File: config.mk
export PLATFORM = sky130hd
export DESIGN_NAME = text_console_cursor_writer_top
export DESIGN_NICKNAME = d
export VERILOG_FILES = /design/src/hdl/tccw_pkg.sv /design/src/hdl/tccw_step.sv /design/src/hdl/text_console_cursor_writer_top.sv
export SDC_FILE = /design/constraint.sdc
export NUM_CORES = 1
export LEC_CHECK = 0
export BUFFER_PORTS_ARGS = -buffer_cell sky130_fd_sc_hd__clkbuf_2
export CORE_ASPECT_RATIO = 0.7
export CORE_UTILIZATION = 54
export CTS_BUF_LIST = sky130_fd_sc_hd__clkbuf_4 sky130_fd_sc_hd__clkbuf_8
export DETAILED_ROUTE_END_ITERATION = 10
export GPL_TIMING_DRIVEN = 0
export PLACE_DENSITY_LB_ADDON = 0.1
export SLEW_MARGIN = 30
export SYNTH_ARGS = -nofsm -noshare
export SYNTH_HDL_FRONTEND = slang
export SYNTH_SLANG_ARGS = --single-unit
File: constraint.sdc
create_clock -name clk -period 3.32 [get_ports clk]
set_clock_uncertainty 0.15 [all_clocks]
set_input_delay 0.332 -clock clk [delete_from_list [all_inputs] [get_ports clk]]
set_output_delay 0.332 -clock clk [all_outputs]
set_load 0.005 [all_outputs]
File: src/hdl/tccw_pkg.sv
// Package for the text console cursor writer.
// Holds action codes, character codes, register map and the item/result types.
// No dependencies.
package tccw_pkg;

  localparam int OUT_COL_W = 7;
  localparam int OUT_ROW_W = 5;
  localparam int ENTRY_W   = 16;
  localparam int CHAR_W    = 8;
  localparam int ATTR_W    = 8;
  localparam int POS_W     = 8;

  localparam int TAB_STOP = 8;

  localparam logic [CHAR_W-1:0] CH_SPACE = 8'h20;
  localparam logic [CHAR_W-1:0] CH_LF    = 8'h0A;
  localparam logic [CHAR_W-1:0] CH_TAB   = 8'h09;
  localparam logic [CHAR_W-1:0] CH_BS    = 8'h08;
  localparam logic [CHAR_W-1:0] CH_CR    = 8'h0D;

  localparam logic [ATTR_W-1:0] ATTR_RESET = 8'h07;

  localparam int PADDR_W = 3;
  localparam logic REG_TEXT_ATTRIBUTE = 1'b0;

  typedef enum logic [1:0] {
    ACT_PUT   = 2'd0,
    ACT_SET   = 2'd1,
    ACT_CLEAR = 2'd2
  } action_t;

  typedef struct packed {
    action_t            action;
    logic [CHAR_W-1:0]  char_code;
    logic [POS_W-1:0]   new_column;
    logic [POS_W-1:0]   new_row;
  } item_t;

  typedef struct packed {
    logic                 write_valid;
    logic [OUT_COL_W-1:0] write_column;
    logic [OUT_ROW_W-1:0] write_row;
    logic [ENTRY_W-1:0]   write_entry;
    logic                 scroll_up;
    logic                 clear_all;
    logic [OUT_COL_W-1:0] cursor_column;
    logic [OUT_ROW_W-1:0] cursor_row;
  } result_t;

endpackage

File: src/hdl/tccw_step.sv
// Cursor update for one item: next cursor position and the result fields.
// Combinational; uses tccw_pkg.
module tccw_step
  import tccw_pkg::*;
#(
  parameter int COLUMNS = 80,
  parameter int ROWS    = 25,
  parameter int CW      = $clog2(COLUMNS),
  parameter int RW      = $clog2(ROWS)
) (
  input  item_t             item,
  input  logic [ATTR_W-1:0] attr,
  input  logic [CW-1:0]     cursor_x,
  input  logic [RW-1:0]     cursor_y,
  output logic [CW-1:0]     cursor_x_next,
  output logic [RW-1:0]     cursor_y_next,
  output result_t           res
);

  localparam logic [CW:0]   TAB_MASK  = (CW + 1)'(TAB_STOP - 1);
  localparam logic [CW:0]   COLS_W    = (CW + 1)'(COLUMNS);
  localparam logic [CW-1:0] LAST_COL  = CW'(COLUMNS - 1);
  localparam logic [RW-1:0] LAST_ROW  = RW'(ROWS - 1);
  localparam logic [POS_W:0] COLS_POS = (POS_W + 1)'(COLUMNS);
  localparam logic [POS_W:0] ROWS_POS = (POS_W + 1)'(ROWS);

  logic [CW:0]          tab_x;
  logic [RW-1:0]        row_adv;
  logic                 row_wrap;
  logic                 set_ok;
  logic [CW-1:0]        x_new;
  logic [RW-1:0]        y_new;
  logic                 wv;
  logic [CW-1:0]        wc;
  logic [CHAR_W-1:0]    wch;
  logic                 scroll;
  logic                 clear;

  assign tab_x    = ({1'b0, cursor_x} | TAB_MASK) + (CW + 1)'(1);
  assign row_wrap = (cursor_y == LAST_ROW);
  assign row_adv  = row_wrap ? LAST_ROW : cursor_y + RW'(1);
  assign set_ok   = ({1'b0, item.new_column} < COLS_POS) && ({1'b0, item.new_row} < ROWS_POS);

  always_comb begin
    x_new  = cursor_x;
    y_new  = cursor_y;
    wv     = 1'b0;
    wc     = cursor_x;
    wch    = CH_SPACE;
    scroll = 1'b0;
    clear  = 1'b0;
    unique case (item.action)
      ACT_PUT: begin
        priority if (item.char_code == CH_LF) begin
          x_new  = '0;
          y_new  = row_adv;
          scroll = row_wrap;
        end else if (item.char_code == CH_CR) begin
          x_new = '0;
        end else if (item.char_code == CH_TAB) begin
          if (tab_x >= COLS_W) begin
            x_new  = '0;
            y_new  = row_adv;
            scroll = row_wrap;
          end else begin
            x_new = tab_x[CW-1:0];
          end
        end else if (item.char_code == CH_BS) begin
          if (cursor_x != '0) begin
            x_new = cursor_x - CW'(1);
            wv    = 1'b1;
            wc    = cursor_x - CW'(1);
          end
        end else begin
          wv  = 1'b1;
          wch = item.char_code;
          if (cursor_x == LAST_COL) begin
            x_new  = '0;
            y_new  = row_adv;
            scroll = row_wrap;
          end else begin
            x_new = cursor_x + CW'(1);
          end
        end
      end
      ACT_SET: begin
        x_new = set_ok ? item.new_column[CW-1:0] : '0;
        y_new = set_ok ? item.new_row[RW-1:0] : '0;
      end
      ACT_CLEAR: begin
        clear = 1'b1;
        x_new = '0;
        y_new = '0;
      end
      default: begin
      end
    endcase
  end

  assign cursor_x_next     = x_new;
  assign cursor_y_next     = y_new;
  assign res.write_valid   = wv;
  assign res.write_column  = wv ? OUT_COL_W'(wc) : '0;
  assign res.write_row     = wv ? OUT_ROW_W'(cursor_y) : '0;
  assign res.write_entry   = (wv || clear) ? {attr, wch} : '0;
  assign res.scroll_up     = scroll;
  assign res.clear_all     = clear;
  assign res.cursor_column = OUT_COL_W'(x_new);
  assign res.cursor_row    = OUT_ROW_W'(y_new);

endmodule

File: src/hdl/text_console_cursor_writer_top.sv
// Text console cursor writer: an accepted item is held in the input register, then its result in the result register.
// Throughput one item per cycle while the output is not stalled; input register, then result register.
// The input side keeps accepting while a result waits, until both registers hold.
// Synchronous reset: cursor to (0,0), text_attribute to 7, both registers empty.
// Uses tccw_pkg and tccw_step.
module text_console_cursor_writer_top
  import tccw_pkg::*;
#(
  parameter int COLUMNS = 80,
  parameter int ROWS    = 25
) (
  input  logic               clk,
  input  logic               rst,
  input  logic               s_tvalid,
  output logic               s_tready,
  input  logic [23:0]        s_tdata,   // char_code, new_column, new_row
  input  logic [1:0]         s_tuser,   // action
  output logic               m_tvalid,
  input  logic               m_tready,
  output logic [39:0]        m_tdata,   // write_column, write_row, write_entry,
                                        // cursor_column, cursor_row
  output logic [2:0]         m_tuser,   // write_valid, scroll_up, clear_all
  input  logic               psel,
  input  logic               penable,
  input  logic               pwrite,
  input  logic [PADDR_W-1:0] paddr,
  input  logic [31:0]        pwdata,
  output logic [31:0]        prdata,
  output logic               pready
);

  localparam int CW = $clog2(COLUMNS);
  localparam int RW = $clog2(ROWS);

  logic              in_valid;
  item_t             in_item;
  logic              out_valid;
  result_t           out_res;
  logic [CW-1:0]     cursor_x;
  logic [RW-1:0]     cursor_y;
  logic [CW-1:0]     cursor_x_next;
  logic [RW-1:0]     cursor_y_next;
  logic [ATTR_W-1:0] attr;
  result_t           step_res;
  logic              advance;
  logic              reg_sel;

  assign advance  = !out_valid || m_tready;
  assign s_tready = !in_valid || advance;
  assign reg_sel  = (paddr[PADDR_W-1] == REG_TEXT_ATTRIBUTE);
  assign pready   = 1'b1;
  assign prdata   = reg_sel ? {24'd0, attr} : 32'd0;

  tccw_step #(
    .COLUMNS(COLUMNS),
    .ROWS   (ROWS)
  ) u_step (
    .item         (in_item),
    .attr         (attr),
    .cursor_x     (cursor_x),
    .cursor_y     (cursor_y),
    .cursor_x_next(cursor_x_next),
    .cursor_y_next(cursor_y_next),
    .res          (step_res)
  );

  always_ff @(posedge clk) begin
    if (rst) begin
      in_valid  <= 1'b0;
      out_valid <= 1'b0;
      cursor_x  <= '0;
      cursor_y  <= '0;
      attr      <= ATTR_RESET;
    end else begin
      if (psel && penable && pwrite && pready && reg_sel) begin
        attr <= pwdata[ATTR_W-1:0];
      end
      if (advance) begin
        out_valid <= in_valid;
        if (in_valid) begin
          cursor_x <= cursor_x_next;
          cursor_y <= cursor_y_next;
        end
      end
      if (s_tready) begin
        in_valid <= s_tvalid;
      end
    end
  end

  always_ff @(posedge clk) begin
    if (s_tready && s_tvalid) begin
      in_item.action     <= action_t'(s_tuser);
      in_item.char_code  <= s_tdata[7:0];
      in_item.new_column <= s_tdata[15:8];
      in_item.new_row    <= s_tdata[23:16];
    end
    if (advance && in_valid) begin
      out_res <= step_res;
    end
  end

  assign m_tvalid = out_valid;
  assign m_tdata  = {out_res.cursor_row, out_res.cursor_column, out_res.write_entry,
                     out_res.write_row, out_res.write_column};
  assign m_tuser  = {out_res.clear_all, out_res.scroll_up, out_res.write_valid};

`ifndef NO_ASSERTIONS
  a_cursor_in_range: assert property (@(posedge clk) disable iff (rst)
    ({1'b0, cursor_x} < (CW + 1)'(COLUMNS)) && ({1'b0, cursor_y} < (RW + 1)'(ROWS)))
    else $error("cursor outside the screen");

  a_clear_origin: assert property (@(posedge clk) disable iff (rst)
    (out_valid && out_res.clear_all) |->
      (out_res.cursor_column == '0 && out_res.cursor_row == '0 && !out_res.write_valid))
    else $error("clear result without cursor at origin");

  a_scroll_last_row: assert property (@(posedge clk) disable iff (rst)
    (out_valid && out_res.scroll_up) |->
      (out_res.cursor_row == OUT_ROW_W'(ROWS - 1) && out_res.cursor_column == '0
       && !out_res.clear_all))
    else $error("scroll without cursor at start of last row");

  a_cursor_follows: assert property (@(posedge clk) disable iff (rst)
    (advance && in_valid) |=>
      (out_res.cursor_column == OUT_COL_W'(cursor_x)
       && out_res.cursor_row == OUT_ROW_W'(cursor_y)))
    else $error("reported cursor differs from cursor state");
`endif

endmodule
==> key figures <==
Outcome
  • Status: finished, final reports clean

Synth
  • Seq/Total Area, Yosys: 52.2%
  • Synthesized area per cell: 10.4 µm²
  • Synth Area in Compound Gates: 16.4%
  • Netlist cell types: 69
  • Post-synthesis adder-cell area fraction: 2.08%
  • Post-Synth Simple-Gate Area: 19.3%
  • Most used flip-flop cell after synthesis: edfxtp_1
  • Cell count after synthesis: 461
  • Mux cell area share after synthesis: 0.936%
  • Synth Register Bits: 91
  • YS warnings: 0
  • Post-Synth XOR/XNOR Area: 1.46%
  • Post-synth EDFFs: 69
  • Post-synthesis async set-or-reset flop share: 0%
  • Main combinational cell family by area after synthesis: simple AND/OR/NAND/NOR gates
  • Netlist Area Pre-Place: 4810 µm²

CTS
  • H-tree depth: 3
  • CTS clock-pin slew for the worst setup and hold paths: 0.09 ns
  • Cts repair resizes: 0
  • Max Buffers Root-to-Sink: 2
  • CTS tree: built
  • CTS Root Cell: clkbuf_8
  • Clk_lat worst skew: 0.36 ns
  • CTS Buf Count: 9
  • Clk sinks: 91
  • Post-CTS Setup Bufs: 0

STA
  • Worst hold slack: 0.0397 ns
  • Slew headroom: 56.1%
  • Max Clock Freq: 321 MHz
  • Max Transition Viols Final: 0
  • Setup violators final: 0
  • Final WS setup: 0.207 ns
  • Final Hold Fails: 0
  • Slew @ Worst Pin: 0.659 ns
  • Final period utilization: 93.8%
  • RSZ-0062 raised after global routing: false
  • Clock period minus final worst setup slack: 3.11 ns

Final layout
  • Area Overhead vs Synth: 24.6%
  • Most frequent cells in the layout: clkbuf_2, edfxtp_1, nand2_1
  • Final net count: 692
  • Fraction of layout cells with a size suffix above 1: 27.2%
  • Antenna diodes: 0
  • Finished Layout Cells: 741
  • Commonest non-fill, non-tap cell in the layout: clkbuf_2

Job
  • Max cap viols: 0

Global routing
  • Layer with the highest usage: met2
  • Initial antenna violation count: 0
  • Met3 Usage GRT: 8.36%
  • Largest net degree at the start of global routing: 35
  • Number of global-route vias before repair: 3858
  • Gr ovfl total: 0
  • GRT met2 Usage: 44.3%
  • GRT Resource Usage Total: 29.4%
  • Global-route wire length before repair: 20.3 mm
  • Global-route met1 utilization: 41.6%

Drt
  • DR iter-0 viols: 431
  • Vias per std cell: 5.60
  • Detailed Route WL: 13.2 mm
  • Vias after detailed routing: 4152
  • Pre-Repair DR Iteration Count: 5
  • Routed len/inst: 17.8 µm
  • DRC violations left: 0
  • Antenna Violating Nets Remaining: 0

Critical path
  • Crit-path cells: clkbuf_1 -> inv_1 -> ha_1 -> nor4b_2 -> a21oi_1 -> o21bai_1 -> a31o_2 -> buf_2 -> nand2b_1 -> and2_1
  • Worst Path Required: 3.29 ns
  • CP endpoint kind: flop
  • Arr. time, crit path: 3.08 ns
  • Crit-path slowest cell: nor4b_2
  • WS Path Type: flop to flop
  • Slowest stage delay, CP: 0.46 ns
  • Critical Path Fanout Max: 10
  • CP Launch Type: flop

Pwr
  • Total Power: 2.37 mW
  • Power Dens Cells: 394 nW/µm²
  • Seq pwr share: 55.4%
  • Max VDD drop: 335 µV
  • Psw: 595 µW
  • Combinational share of power: 12.8%
  • Static Leak: 2.40 nW
  • P_int: 1.77 mW
  • Clock share of power: 31.8%
  • Sw Share: 25.2%

Placement
  • Post-DP HPWL: 9.10 mm
  • PortBufs: 94
  • Routability cong.: 0.911
  • Cell Count Post-Placement: 699
  • Pre-CTS setup slack: 0.335 ns

Die
  • Boundary Pins: 146
  • Row cnt: 28
  • Die X: 115 µm
  • Chip Height: 81 µm
  • Initial Utilization: 56.3%
  • Die area: 9300 µm²
  • Core area: 8550 µm²

Worst hold path
  • Worst Hold Class: primary input to flop
per-layer routing:
metal	up-vias	share of wire [%]
met5	-	0
met4	0	1.5
met3	19	9.7
met2	211	44
met1	1974	45
li1	1948	-
worst paths after layout:
check              startpoint          end  slack, ns  cells past startpoint
hold / removal      pwdata[2]      attr[2]       0.04                      3
setup reg to reg  cursor_x[0]  m_tdata[22]       0.21                     10
hold reg to reg       attr[6]      attr[6]       0.32                      2
setup / recovery  cursor_x[0]  m_tdata[22]       0.21                     10
layout make-up:
cell class,instances,area [µm²]
sequential,91,2510
inverter,15,57.6
timing repair buffer,121,751
tap,120,150
clock buffer,10,131
clock inverter,6,65.1
buffer,50,307
multi-input combinational,328,2030
fill,652,2550
cells in the mapped netlist (11+ instances only):
cell type / number / area share [%]
nor2b_1: 12 / 1.6
o21ai_0: 20 / 2.1
nand2_1: 42 / 3.3
clkbuf_1: 12 / 0.94
buf_4: 26 / 4.1
a21oi_1: 38 / 4.0
nor2_1: 28 / 2.2
nand3_1: 14 / 1.5
inv_1: 14 / 1.1
edfxtp_1: 69 / 43
buf_2: 11 / 1.1
dfxtp_1: 22 / 9.1
and2_1: 19 / 2.5
state kept, by name, indices dropped and copies added (netlist names):
name,count
m_tdata,40
in_item,26
attr,8
cursor_x,7
cursor_y,5
m_tuser,3
in_valid,1
m_tvalid,1
cell families after synthesis:
| logic type | after synthesis |
|---|---|
| mux | 4 |
| buf+inv | 65 |
| simple gates | 164 |
| fa+ha+maj | 8 |
| flops | 91 |
| compound gates | 119 |
| other cells | 2 |
| xor+xnor | 8 |
metrics by stage:
step / cell area [µm²] / TNS (ns) / utilization (%)
after CTS: 6000 / 0 / 70.2
after global routing: 6000 / 0 / 70.2
after floorplan: 4900 / 0 / -
final: 6000 / 0 / 70.2
after global placement: 5520 / -1.54 / 64.6
after detailed placement: 5540 / 0 / 64.8
repair_timing:
action,CTS,global route
hold buffers,26,0
endpoints found under the setup margin,0,0
endpoints found under the hold margin,26,0
critical path: cells and delay by family (launching register included):
family | cells | cell delay, ns
AO/OA/AOI/OAI | 3 | 0.49
adder cells (fa/ha/maj) | 1 | 0.21
buffers and inverters | 3 | 0.69
flip-flops | 1 | 0.33
AND/OR/NAND/NOR | 3 | 1.00
power by group through the flow:
| stage | sequential [mW] | clock, mW | combinational, mW |
|---|---|---|---|
| after global placement | 1.33 | 0 | 0.259 |
| after detailed placement | 1.34 | 0 | 0.267 |
| final | 1.31 | 0.753 | 0.302 |
| after CTS | 1.31 | 0.756 | 0.292 |
| after floorplan | 1.33 | 0 | 0.162 |
| after global routing | 1.32 | 0.808 | 0.329 |
(Power assumes the default switching activity.)
